--- src/sv/cfdc_pkg.sv ---
// ============================================================================
// cfdc_pkg
// Shared types, constants and the CRC-16/CCITT-FALSE byte update for the
// frame decoder and checker.
// ============================================================================
`default_nettype none

package cfdc_pkg;

    localparam int BYTE_W   = 8;
    localparam int SEQ_W    = 16;
    localparam int CRC_W    = 16;
    localparam int COUNT_W  = 9;
    localparam int STATUS_W = 3;
    localparam int CFG_IDX_W = 2;

    localparam int HDR_BYTES = 10;
    localparam int CRC_BYTES = 2;

    localparam logic [CRC_W-1:0] CRC_POLY = 16'h1021;
    localparam logic [CRC_W-1:0] CRC_INIT = 16'hFFFF;

    // Header byte positions
    localparam logic [COUNT_W-1:0] POS_SYNC0   = 9'd0;
    localparam logic [COUNT_W-1:0] POS_SYNC1   = 9'd1;
    localparam logic [COUNT_W-1:0] POS_VERSION = 9'd2;
    localparam logic [COUNT_W-1:0] POS_SOURCE  = 9'd3;
    localparam logic [COUNT_W-1:0] POS_DEST    = 9'd4;
    localparam logic [COUNT_W-1:0] POS_TYPE    = 9'd5;
    localparam logic [COUNT_W-1:0] POS_FLAGS   = 9'd6;
    localparam logic [COUNT_W-1:0] POS_SEQ_HI  = 9'd7;
    localparam logic [COUNT_W-1:0] POS_SEQ_LO  = 9'd8;
    localparam logic [COUNT_W-1:0] POS_LENGTH  = 9'd9;

    // Configuration register indexes
    localparam logic [CFG_IDX_W-1:0] CFG_SYNC_FIRST  = 2'd0;
    localparam logic [CFG_IDX_W-1:0] CFG_SYNC_SECOND = 2'd1;
    localparam logic [CFG_IDX_W-1:0] CFG_VERSION     = 2'd2;
    localparam logic [CFG_IDX_W-1:0] CFG_MAX_PAYLOAD = 2'd3;

    localparam logic [BYTE_W-1:0] RST_SYNC_FIRST  = 8'hAA;
    localparam logic [BYTE_W-1:0] RST_SYNC_SECOND = 8'h55;
    localparam logic [BYTE_W-1:0] RST_VERSION     = 8'h01;
    localparam logic [BYTE_W-1:0] RST_MAX_PAYLOAD = 8'hFF;

    typedef enum logic [STATUS_W-1:0] {
        ST_OK           = 3'd0,
        ST_TOO_SHORT    = 3'd1,
        ST_BAD_SYNC     = 3'd2,
        ST_BAD_VERSION  = 3'd3,
        ST_TOO_LARGE    = 3'd4,
        ST_LEN_MISMATCH = 3'd5,
        ST_CRC_MISMATCH = 3'd6
    } t_status;

    typedef enum logic {
        KIND_PAYLOAD = 1'b0,
        KIND_STATUS  = 1'b1
    } t_item_kind;

    // One byte of CRC-16/CCITT-FALSE, MSB first
    function automatic logic [CRC_W-1:0] crc16_byte(input logic [CRC_W-1:0] crc_in,
                                                    input logic [BYTE_W-1:0] data);
        logic [CRC_W-1:0] c;
        c = crc_in ^ {data, 8'h00};
        for (int i = 0; i < BYTE_W; i++) begin
            c = c[CRC_W-1] ? ({c[CRC_W-2:0], 1'b0} ^ CRC_POLY) : {c[CRC_W-2:0], 1'b0};
        end
        return c;
    endfunction

endpackage

`default_nettype wire

--- src/sv/cfdc_in_if.sv ---
// ============================================================================
// cfdc_in_if
// Byte stream channel into the frame decoder: one frame byte and its
// end-of-frame flag per transfer.
// ============================================================================
`default_nettype none

interface cfdc_in_if;
    import cfdc_pkg::*;

    logic              valid;
    logic              ready;
    logic [BYTE_W-1:0] rx_byte;
    logic              end_of_frame;

    modport source (output valid, output rx_byte, output end_of_frame, input ready);
    modport sink   (input valid, input rx_byte, input end_of_frame, output ready);
endinterface

`default_nettype wire

--- src/sv/cfdc_out_if.sv ---
// ============================================================================
// cfdc_out_if
// Result channel of the frame decoder: a payload byte or an end-of-frame
// status with the captured header fields.
// ============================================================================
`default_nettype none

interface cfdc_out_if;
    import cfdc_pkg::*;

    logic                valid;
    logic                ready;
    logic                item_kind;
    logic [BYTE_W-1:0]   payload_byte;
    logic [BYTE_W-1:0]   payload_index;
    logic [STATUS_W-1:0] status;
    logic [BYTE_W-1:0]   source_node;
    logic [BYTE_W-1:0]   dest_node;
    logic [BYTE_W-1:0]   message_type;
    logic [BYTE_W-1:0]   flag_bits;
    logic [SEQ_W-1:0]    sequence_number;
    logic [BYTE_W-1:0]   payload_count;

    modport source (output valid, output item_kind, output payload_byte,
                    output payload_index, output status, output source_node,
                    output dest_node, output message_type, output flag_bits,
                    output sequence_number, output payload_count, input ready);
    modport sink   (input valid, input item_kind, input payload_byte,
                    input payload_index, input status, input source_node,
                    input dest_node, input message_type, input flag_bits,
                    input sequence_number, input payload_count, output ready);
endinterface

`default_nettype wire

--- src/sv/crc_frame_decoder_checker_top.sv ---
// ============================================================================
// crc_frame_decoder_checker_top
// Sync-header frame deframer with CRC-16/CCITT-FALSE check: forwards payload
// bytes and reports one status per frame on its last byte.
// ============================================================================
//
//  Channel   Direction  Carries
//  --------  ---------  ------------------------------------------------------
//  in_ch     sink       rx_byte, end_of_frame (one frame byte per transfer)
//  out_ch    source     payload byte + index, or status + header fields
//  i_cfg_*   input      write enable, 2-bit register index, 8-bit data
//
//  Throughput is one byte per cycle while out_ch does not stall; a result
//  goes valid once its byte has passed the input register and result register.
//  The per-byte CRC update plus the status compare in stage 1 sets the
//  cycle time.
//  Synchronous active-low reset loads the register defaults and clears the
//  frame state. When out_ch stalls, the result register holds, stage 1 holds,
//  and in_ch deasserts ready once stage 1 is occupied.
//
`default_nettype none

module crc_frame_decoder_checker_top (
    input  wire logic                       i_clk,
    input  wire logic                       i_rst_n,
    cfdc_in_if.sink                         in_ch,
    cfdc_out_if.source                      out_ch,
    input  wire logic                       i_cfg_we,
    input  wire logic [cfdc_pkg::CFG_IDX_W-1:0] i_cfg_idx,
    input  wire logic [cfdc_pkg::BYTE_W-1:0]    i_cfg_data
);
    import cfdc_pkg::*;

    localparam int EXT_W = COUNT_W + 1;
    localparam logic [COUNT_W-1:0] COUNT_MAX = '1;
    localparam logic [EXT_W-1:0]   HDR_EXT   = EXT_W'(HDR_BYTES);
    // Last position of a well-formed frame is header + length + 2 - 1
    localparam logic [EXT_W-1:0]   LAST_OFS  = EXT_W'(HDR_BYTES + CRC_BYTES - 1);

    // ------------------------------------------------------------------
    // Configuration registers
    // ------------------------------------------------------------------
    logic [BYTE_W-1:0] r_sync_first, r_sync_second, r_version, r_max_payload;

    always_ff @(posedge i_clk) begin
        if (!i_rst_n) begin
            r_sync_first  <= RST_SYNC_FIRST;
            r_sync_second <= RST_SYNC_SECOND;
            r_version     <= RST_VERSION;
            r_max_payload <= RST_MAX_PAYLOAD;
        end else if (i_cfg_we) begin
            case (i_cfg_idx)
                CFG_SYNC_FIRST:  r_sync_first  <= i_cfg_data;
                CFG_SYNC_SECOND: r_sync_second <= i_cfg_data;
                CFG_VERSION:     r_version     <= i_cfg_data;
                CFG_MAX_PAYLOAD: r_max_payload <= i_cfg_data;
                default: ;
            endcase
        end
    end

    // ------------------------------------------------------------------
    // Stage 1: input register
    // ------------------------------------------------------------------
    logic              r_s1_valid;
    logic [BYTE_W-1:0] r_s1_byte;
    logic              r_s1_last;
    logic              r_out_valid;
    logic              s1_go;

    // Advance stage 1 whenever the result register is free or being drained
    assign s1_go      = r_s1_valid && (!r_out_valid || out_ch.ready);
    assign in_ch.ready = !r_s1_valid || s1_go;

    always_ff @(posedge i_clk) begin
        if (!i_rst_n) begin
            r_s1_valid <= 1'b0;
        end else if (in_ch.ready) begin
            r_s1_valid <= in_ch.valid;
        end
    end

    always_ff @(posedge i_clk) begin
        if (in_ch.valid && in_ch.ready) begin
            r_s1_byte <= in_ch.rx_byte;
            r_s1_last <= in_ch.end_of_frame;
        end
    end

    // ------------------------------------------------------------------
    // Frame state
    // ------------------------------------------------------------------
    logic [COUNT_W-1:0] r_byte_count;
    logic [CRC_W-1:0]   r_crc;
    logic               r_sync_err, r_ver_err;
    logic [BYTE_W-1:0]  r_hdr_src, r_hdr_dst, r_hdr_type, r_hdr_flags, r_hdr_len;
    logic [SEQ_W-1:0]   r_hdr_seq;
    logic [BYTE_W-1:0]  r_prev_byte;

    logic [COUNT_W-1:0] n_byte_count;
    logic [CRC_W-1:0]   n_crc;
    logic               n_sync_err, n_ver_err;
    logic [BYTE_W-1:0]  n_hdr_src, n_hdr_dst, n_hdr_type, n_hdr_flags, n_hdr_len;
    logic [SEQ_W-1:0]   n_hdr_seq;
    logic [CRC_W-1:0]   trail;
    logic               in_crc_span;
    logic               res_valid;
    t_status            res_status;

    always_comb begin
        n_sync_err  = r_sync_err;
        n_ver_err   = r_ver_err;
        n_hdr_src   = r_hdr_src;
        n_hdr_dst   = r_hdr_dst;
        n_hdr_type  = r_hdr_type;
        n_hdr_flags = r_hdr_flags;
        n_hdr_seq   = r_hdr_seq;
        n_hdr_len   = r_hdr_len;

        // Compare or capture the header byte at its position
        case (r_byte_count)
            POS_SYNC0:   if (r_s1_byte != r_sync_first)  n_sync_err = 1'b1;
            POS_SYNC1:   if (r_s1_byte != r_sync_second) n_sync_err = 1'b1;
            POS_VERSION: if (r_s1_byte != r_version)     n_ver_err  = 1'b1;
            POS_SOURCE:  n_hdr_src   = r_s1_byte;
            POS_DEST:    n_hdr_dst   = r_s1_byte;
            POS_TYPE:    n_hdr_type  = r_s1_byte;
            POS_FLAGS:   n_hdr_flags = r_s1_byte;
            POS_SEQ_HI:  n_hdr_seq   = {r_s1_byte, r_hdr_seq[BYTE_W-1:0]};
            POS_SEQ_LO:  n_hdr_seq   = {r_hdr_seq[SEQ_W-1:BYTE_W], r_s1_byte};
            POS_LENGTH:  n_hdr_len   = r_s1_byte;
            default: ;
        endcase

        // Header and declared payload feed the CRC; trailer bytes do not
        in_crc_span = {1'b0, r_byte_count} < (HDR_EXT + {2'b00, n_hdr_len});
        n_crc       = in_crc_span ? crc16_byte(r_crc, r_s1_byte) : r_crc;
        trail       = {r_prev_byte, r_s1_byte};

        n_byte_count = (r_byte_count != COUNT_MAX) ? r_byte_count + 1'b1 : r_byte_count;

        // Status checks, earliest failing check wins
        if ({1'b0, r_byte_count} < LAST_OFS)
            res_status = ST_TOO_SHORT;
        else if (n_sync_err)
            res_status = ST_BAD_SYNC;
        else if (n_ver_err)
            res_status = ST_BAD_VERSION;
        else if (n_hdr_len > r_max_payload)
            res_status = ST_TOO_LARGE;
        else if ({1'b0, r_byte_count} != (LAST_OFS + {2'b00, n_hdr_len}))
            res_status = ST_LEN_MISMATCH;
        else if (n_crc != trail)
            res_status = ST_CRC_MISMATCH;
        else
            res_status = ST_OK;

        // Non-final bytes give a result only inside the payload span
        res_valid = r_s1_last || (in_crc_span && ({1'b0, r_byte_count} >= HDR_EXT));
    end

    always_ff @(posedge i_clk) begin
        if (!i_rst_n || (s1_go && r_s1_last)) begin
            r_byte_count <= '0;
            r_crc        <= CRC_INIT;
            r_sync_err   <= 1'b0;
            r_ver_err    <= 1'b0;
            r_hdr_src    <= '0;
            r_hdr_dst    <= '0;
            r_hdr_type   <= '0;
            r_hdr_flags  <= '0;
            r_hdr_seq    <= '0;
            r_hdr_len    <= '0;
            r_prev_byte  <= '0;
        end else if (s1_go) begin
            r_byte_count <= n_byte_count;
            r_crc        <= n_crc;
            r_sync_err   <= n_sync_err;
            r_ver_err    <= n_ver_err;
            r_hdr_src    <= n_hdr_src;
            r_hdr_dst    <= n_hdr_dst;
            r_hdr_type   <= n_hdr_type;
            r_hdr_flags  <= n_hdr_flags;
            r_hdr_seq    <= n_hdr_seq;
            r_hdr_len    <= n_hdr_len;
            r_prev_byte  <= r_s1_byte;
        end
    end

    // ------------------------------------------------------------------
    // Stage 2: result register
    // ------------------------------------------------------------------
    logic              r_kind;
    logic [BYTE_W-1:0] r_pay_byte, r_pay_idx;
    t_status           r_status;
    logic [BYTE_W-1:0] r_src, r_dst, r_type, r_flags, r_count;
    logic [SEQ_W-1:0]  r_seq;
    logic              hdr_out;

    // Header fields go out only with an ok status
    assign hdr_out = r_s1_last && (res_status == ST_OK);

    always_ff @(posedge i_clk) begin
        if (!i_rst_n) begin
            r_out_valid <= 1'b0;
        end else if (s1_go) begin
            r_out_valid <= res_valid;
        end else if (out_ch.ready) begin
            r_out_valid <= 1'b0;
        end
    end

    always_ff @(posedge i_clk) begin
        if (s1_go && res_valid) begin
            r_kind     <= r_s1_last ? KIND_STATUS : KIND_PAYLOAD;
            r_pay_byte <= r_s1_last ? '0 : r_s1_byte;
            r_pay_idx  <= r_s1_last ? '0 : BYTE_W'(r_byte_count - COUNT_W'(HDR_BYTES));
            r_status   <= r_s1_last ? res_status : ST_OK;
            r_src      <= hdr_out ? n_hdr_src   : '0;
            r_dst      <= hdr_out ? n_hdr_dst   : '0;
            r_type     <= hdr_out ? n_hdr_type  : '0;
            r_flags    <= hdr_out ? n_hdr_flags : '0;
            r_seq      <= hdr_out ? n_hdr_seq   : '0;
            r_count    <= hdr_out ? n_hdr_len   : '0;
        end
    end

    assign out_ch.valid           = r_out_valid;
    assign out_ch.item_kind       = r_kind;
    assign out_ch.payload_byte    = r_pay_byte;
    assign out_ch.payload_index   = r_pay_idx;
    assign out_ch.status          = r_status;
    assign out_ch.source_node     = r_src;
    assign out_ch.dest_node       = r_dst;
    assign out_ch.message_type    = r_type;
    assign out_ch.flag_bits       = r_flags;
    assign out_ch.sequence_number = r_seq;
    assign out_ch.payload_count   = r_count;

endmodule

`default_nettype wire
--- src/flat_wrapper.sv ---
// flat-port wrapper written by rule: the top's interface ports become plain ports
module crc_frame_decoder_checker_top_flat import cfdc_pkg::*;
  (i_clk, i_rst_n, i_cfg_we, i_cfg_idx, i_cfg_data, in_ch_valid, in_ch_rx_byte, in_ch_end_of_frame, in_ch_ready, out_ch_valid, out_ch_item_kind, out_ch_payload_byte, out_ch_payload_index, out_ch_status, out_ch_source_node, out_ch_dest_node, out_ch_message_type, out_ch_flag_bits, out_ch_sequence_number, out_ch_payload_count, out_ch_ready);
  cfdc_in_if in_ch_i ();
  cfdc_out_if out_ch_i ();
  input  wire logic i_clk;
  input  wire logic i_rst_n;
  input  wire logic i_cfg_we;
  input  wire logic [cfdc_pkg::CFG_IDX_W-1:0] i_cfg_idx;
  input  wire logic [cfdc_pkg::BYTE_W-1:0] i_cfg_data;
  input wire logic [$bits(in_ch_i.valid)-1:0] in_ch_valid;
  input wire logic [$bits(in_ch_i.rx_byte)-1:0] in_ch_rx_byte;
  input wire logic [$bits(in_ch_i.end_of_frame)-1:0] in_ch_end_of_frame;
  output wire logic [$bits(in_ch_i.ready)-1:0] in_ch_ready;
  output wire logic [$bits(out_ch_i.valid)-1:0] out_ch_valid;
  output wire logic [$bits(out_ch_i.item_kind)-1:0] out_ch_item_kind;
  output wire logic [$bits(out_ch_i.payload_byte)-1:0] out_ch_payload_byte;
  output wire logic [$bits(out_ch_i.payload_index)-1:0] out_ch_payload_index;
  output wire logic [$bits(out_ch_i.status)-1:0] out_ch_status;
  output wire logic [$bits(out_ch_i.source_node)-1:0] out_ch_source_node;
  output wire logic [$bits(out_ch_i.dest_node)-1:0] out_ch_dest_node;
  output wire logic [$bits(out_ch_i.message_type)-1:0] out_ch_message_type;
  output wire logic [$bits(out_ch_i.flag_bits)-1:0] out_ch_flag_bits;
  output wire logic [$bits(out_ch_i.sequence_number)-1:0] out_ch_sequence_number;
  output wire logic [$bits(out_ch_i.payload_count)-1:0] out_ch_payload_count;
  input wire logic [$bits(out_ch_i.ready)-1:0] out_ch_ready;
  assign in_ch_i.valid = in_ch_valid;
  assign in_ch_i.rx_byte = in_ch_rx_byte;
  assign in_ch_i.end_of_frame = in_ch_end_of_frame;
  assign in_ch_ready = in_ch_i.ready;
  assign out_ch_valid = out_ch_i.valid;
  assign out_ch_item_kind = out_ch_i.item_kind;
  assign out_ch_payload_byte = out_ch_i.payload_byte;
  assign out_ch_payload_index = out_ch_i.payload_index;
  assign out_ch_status = out_ch_i.status;
  assign out_ch_source_node = out_ch_i.source_node;
  assign out_ch_dest_node = out_ch_i.dest_node;
  assign out_ch_message_type = out_ch_i.message_type;
  assign out_ch_flag_bits = out_ch_i.flag_bits;
  assign out_ch_sequence_number = out_ch_i.sequence_number;
  assign out_ch_payload_count = out_ch_i.payload_count;
  assign out_ch_i.ready = out_ch_ready;
  crc_frame_decoder_checker_top u_core (.i_clk(i_clk), .i_rst_n(i_rst_n), .in_ch(in_ch_i), .out_ch(out_ch_i), .i_cfg_we(i_cfg_we), .i_cfg_idx(i_cfg_idx), .i_cfg_data(i_cfg_data));
endmodule
--- config.mk ---
export PLATFORM = sky130hd
export DESIGN_NAME = crc_frame_decoder_checker_top_flat
export DESIGN_NICKNAME = d
export VERILOG_FILES = /design/src/sv/cfdc_pkg.sv /design/src/sv/cfdc_in_if.sv /design/src/sv/cfdc_out_if.sv /design/src/sv/crc_frame_decoder_checker_top.sv /design/src/flat_wrapper.sv
export SDC_FILE = /design/constraint.sdc
export NUM_CORES = 1
export LEC_CHECK = 0
export BUFFER_PORTS_ARGS = -buffer_cell sky130_fd_sc_hd__buf_2
export CAP_MARGIN = 20
export CORE_ASPECT_RATIO = 2
export CORE_MARGIN = 4
export CORE_UTILIZATION = 62
export CTS_BUF_LIST = sky130_fd_sc_hd__clkbuf_8
export DETAILED_ROUTE_END_ITERATION = 10
export GPL_ROUTABILITY_DRIVEN = 0
export PLACE_DENSITY = 0.82
export SLEW_MARGIN = 20
export SYNTH_ARGS = -nofsm -noshare
export SYNTH_HDL_FRONTEND = slang
export SYNTH_SLANG_ARGS = --single-unit
--- constraint.sdc ---
create_clock -name i_clk -period 9.1 [get_ports i_clk]
set_input_delay 1.365 -clock i_clk [delete_from_list [all_inputs] [get_ports i_clk]]
set_output_delay 1.365 -clock i_clk [all_outputs]
set_load 0.05 [all_outputs]
==> flow_summary.yaml <==
run_status:
  status: "finished, final reports clean"
sta:
  finalSetupViolations: 0
  finalCritPeriodShare_pct: 76.4
  period_minus_slack_ns: 6.96
  skew_ns: 0.0150
  worstMarginPinSlew_ns: 1.05
  tns_ns: 0
  fmax_mhz: 144
  max-slew-margin-rel_pct: 29.6
  finalMaxSlewViolations: 0
  rsz0062_at_grt: "false"
  hold_viol: 0
  hold_slack_ns: 0.452
finish:
  mostFrequentLayoutCells: "nand2_1, dfxtp_1, nor2_1"
  num_antenna_cells: 0
  area_growth_pct: 10.8
  fill_cells: 1330
  regArea_mm2: 0.00505
  nets: 1282
  layout_commonest_cell: "nand2_1"
  drive_gt1_share_pct: 15.9
  multiInputGateArea_mm2: 0.00511
  final_area_mm2: 0.0118
synthesis:
  synth_area_mm2: 0.0107
  synthFlopType: "dfxtp_1"
  synthCells: 1171
  yosys.area.top_type: "edfxtp_1"
  ys_seq_elements: 210
  avgSynthCellArea_um2: 9.10
  ys_seq_area_share_pct: 47.5
  async_reset_ff_share_pct: 0
  synth-edff-count: 85
  synthTopCellsByArea: "edfxtp_1, dfxtp_1, nand2_1, a21oi_1, nor2_1"
  syn-num-nets: 1222
  ys_warn_count: 0
  yosysTopAreaCellShare_pct: 24.0
  yosysUniqueCellTypes: 67
hold_path:
  worstHoldPathType: "flop to flop"
  min_path_cells: 2
floorplanning:
  core_mm2: 0.0168
  die_w_um: 101
  rows: 67
  die_area_mm2: 0.0195
  io_pins: 102
  start_util_pct: 63.2
  die_h_um: 193
worst_setup_path:
  required_ns: 9.49
  slowest_delay_ns: 0.85
  path_class: "flop to flop"
  reg2regPathDepth: 19
  cp.arrival_ns: 7.34
  critPathBufInv: 3
  crit_top_cell: "ha_1"
  critPathTopFamily: "simple AND/OR/NAND/NOR gates"
  cp_max_fo: 37
  worst_path_max_delay_cell: "nand4_1"
  path_cells: "inv_1 -> ha_1 -> nor4b_1 -> and2_1 -> mux2i_1 -> inv_1 -> ha_1 -> nor2_1 -> nor2_1 -> xor2_1 -> ha_1 -> a22o_1 -> o41ai_1 -> nand2_1 -> a211o_1 -> a22oi_1 -> nand4_1 -> buf_4 -> a21oi_1"
  crit_cells: 19
  critPathCaptureType: "flop"
  cp-start-kind: "flop"
power_and_ir_drop:
  swShare_pct: 26.5
  p_sw_uw: 546
  p_int_uw: 1510
  pwr-share-seq_pct: 50.0
  irDropWorstVdd_v: 0.000151
  pwr-share-clk_pct: 36.8
  power_uw: 2060
  p_leak_uw: 0.00447
  power_per_cell_area_mw_per_mm2: 174
  p_comb_share_pct: 13.2
drt:
  avgRoutedWirePerCell_um: 19.1
  drt-total-wl_um: 27900
  route.vias.total: 8918
  drt_first_pass_iters: 7
  drc: 0
  via_per_inst: 6.11
  ant_nets: 0
  drtIter0Drc: 721
cts:
  clock_sink_count: 210
  cts_hold_buffers: 0
  postCtsSetupRepairBufs: 0
  clkLatencyLatePin_ns: 0.55
  cts-buffers-inserted: 28
  cts_buffer_depth: 3
  cts_tree: "yes"
  clk_pin_slew_ns: 0.07
  cts-root-buf: "clkbuf_8"
  h-tree-depth: 1
  ctsResizeCount: 0
grt:
  grt_antenna_before_repair: 0
  grt.total_usage_pct: 28.4
  grt_max_degree: 71
  grt_pass1_wl_um: 44000
  grt_overflow: 0
  grt_pass1_vias: 8855
place:
  dp_hpwl_um: 19000
  numPortBuffers: 101
  place_area_mm2: 0.0112
job:
  cap_violations: 0
worst reg2reg max path, cell delays in order (launching register included):
cell and delay (ns):
dfxtp_1 0.43, inv_1 0.17, ha_1 0.31, nor4b_1 0.41, and2_1 0.57, mux2i_1 0.50
inv_1 0.17, ha_1 0.30, nor2_1 0.17, nor2_1 0.07, xor2_1 0.18, ha_1 0.23
a22o_1 0.23, o41ai_1 0.54, nand2_1 0.28, a211o_1 0.34, a22oi_1 0.20, nand4_1 0.85
buf_4 0.64, a21oi_1 0.22
kinds of logic (layout without fill, tap and decap cells):
group	after synthesis	in the layout	share of synthesized area (%)
adders and majority gates	28	28	3.27
buffers and inverters	123	205	4.82
and+or+nand+nor	428	428	18.2
DFF	210	210	47.5
AOI/OAI and AO/OA	259	259	15.2
muxes	35	35	3.31
xor gates and xnor gates	88	88	7.76
through the flow:
stage,std cells,utilization (%),setup slack (ns)
after floorplan,1171,-,1.48
after global placement,1408,66.4,2.56
after detailed placement,1408,66.4,2.33
after CTS,1460,70.0,2.30
after global routing,1460,70.0,1.58
final,1460,70.0,2.14
path summary, 6_finish.rpt:
check	from	end	slack, ns
hold / removal	u_core.r_hdr_seq[3]	u_core.r_hdr_seq[3]	0.45
hold reg to reg	u_core.r_hdr_seq[3]	u_core.r_hdr_seq[3]	0.45
setup / recovery	u_core.r_byte_count[1]	u_core.out_ch.dest_node[7]	2.14
setup reg to reg	u_core.r_byte_count[1]	u_core.out_ch.dest_node[7]	2.14
state kept, by name, indices dropped and copies added, names as in the netlist, 9 cells and up:
signal and flops:
u_core.r_crc 16, u_core.out_ch.sequence_number 16, u_core.r_hdr_seq 16, u_core.r_byte_count 9
power by group through the flow:
stage | clock network [µW] | registers (µW) | logic, µW
floorplan | 0 | 1070 | 169
global placement | 0 | 1050 | 261
detailed placement | 0 | 1050 | 266
CTS | 768 | 1030 | 268
global route | 808 | 1030 | 291
finish | 758 | 1030 | 272
routing by layer:
metal  global-route usage (%)  share of wire [%]  up-vias
met2                     49.9                 52      460
met5                        0                  0        -
met1                     29.7                 33     4145
met3                     4.15                7.0      158
li1                         -                  -     4155
met4                     20.6                8.4        0
cell type report:
cell class	instances	area share (%)
repair buffers	120	5.49
clock inverters	19	1.31
multi-input cells	838	43.3
clock buffers	33	3.85
flip-flops and latches	210	42.8
well taps	207	2.19
inverters	33	1.05
Yosys cell counts (8+ instances only):
| master | instances |
|---|---|
| edfxtp_1 | 85 |
| nor2_1 | 108 |
| o21ai_0 | 48 |
| dfxtp_1 | 125 |
| inv_1 | 32 |
| a211oi_1 | 12 |
| xor2_1 | 39 |
| nand2_1 | 182 |
| xnor2_1 | 45 |
| nand3_1 | 39 |
| nor2b_1 | 24 |
| a21boi_0 | 8 |
| a21oi_2 | 20 |
| nand2b_1 | 15 |
| mux2i_1 | 33 |
| a21oi_1 | 105 |
| nor3_1 | 8 |
| clkbuf_1 | 72 |
| ha_1 | 27 |
| o211ai_1 | 25 |
Power figures use the tool's default switching activity.
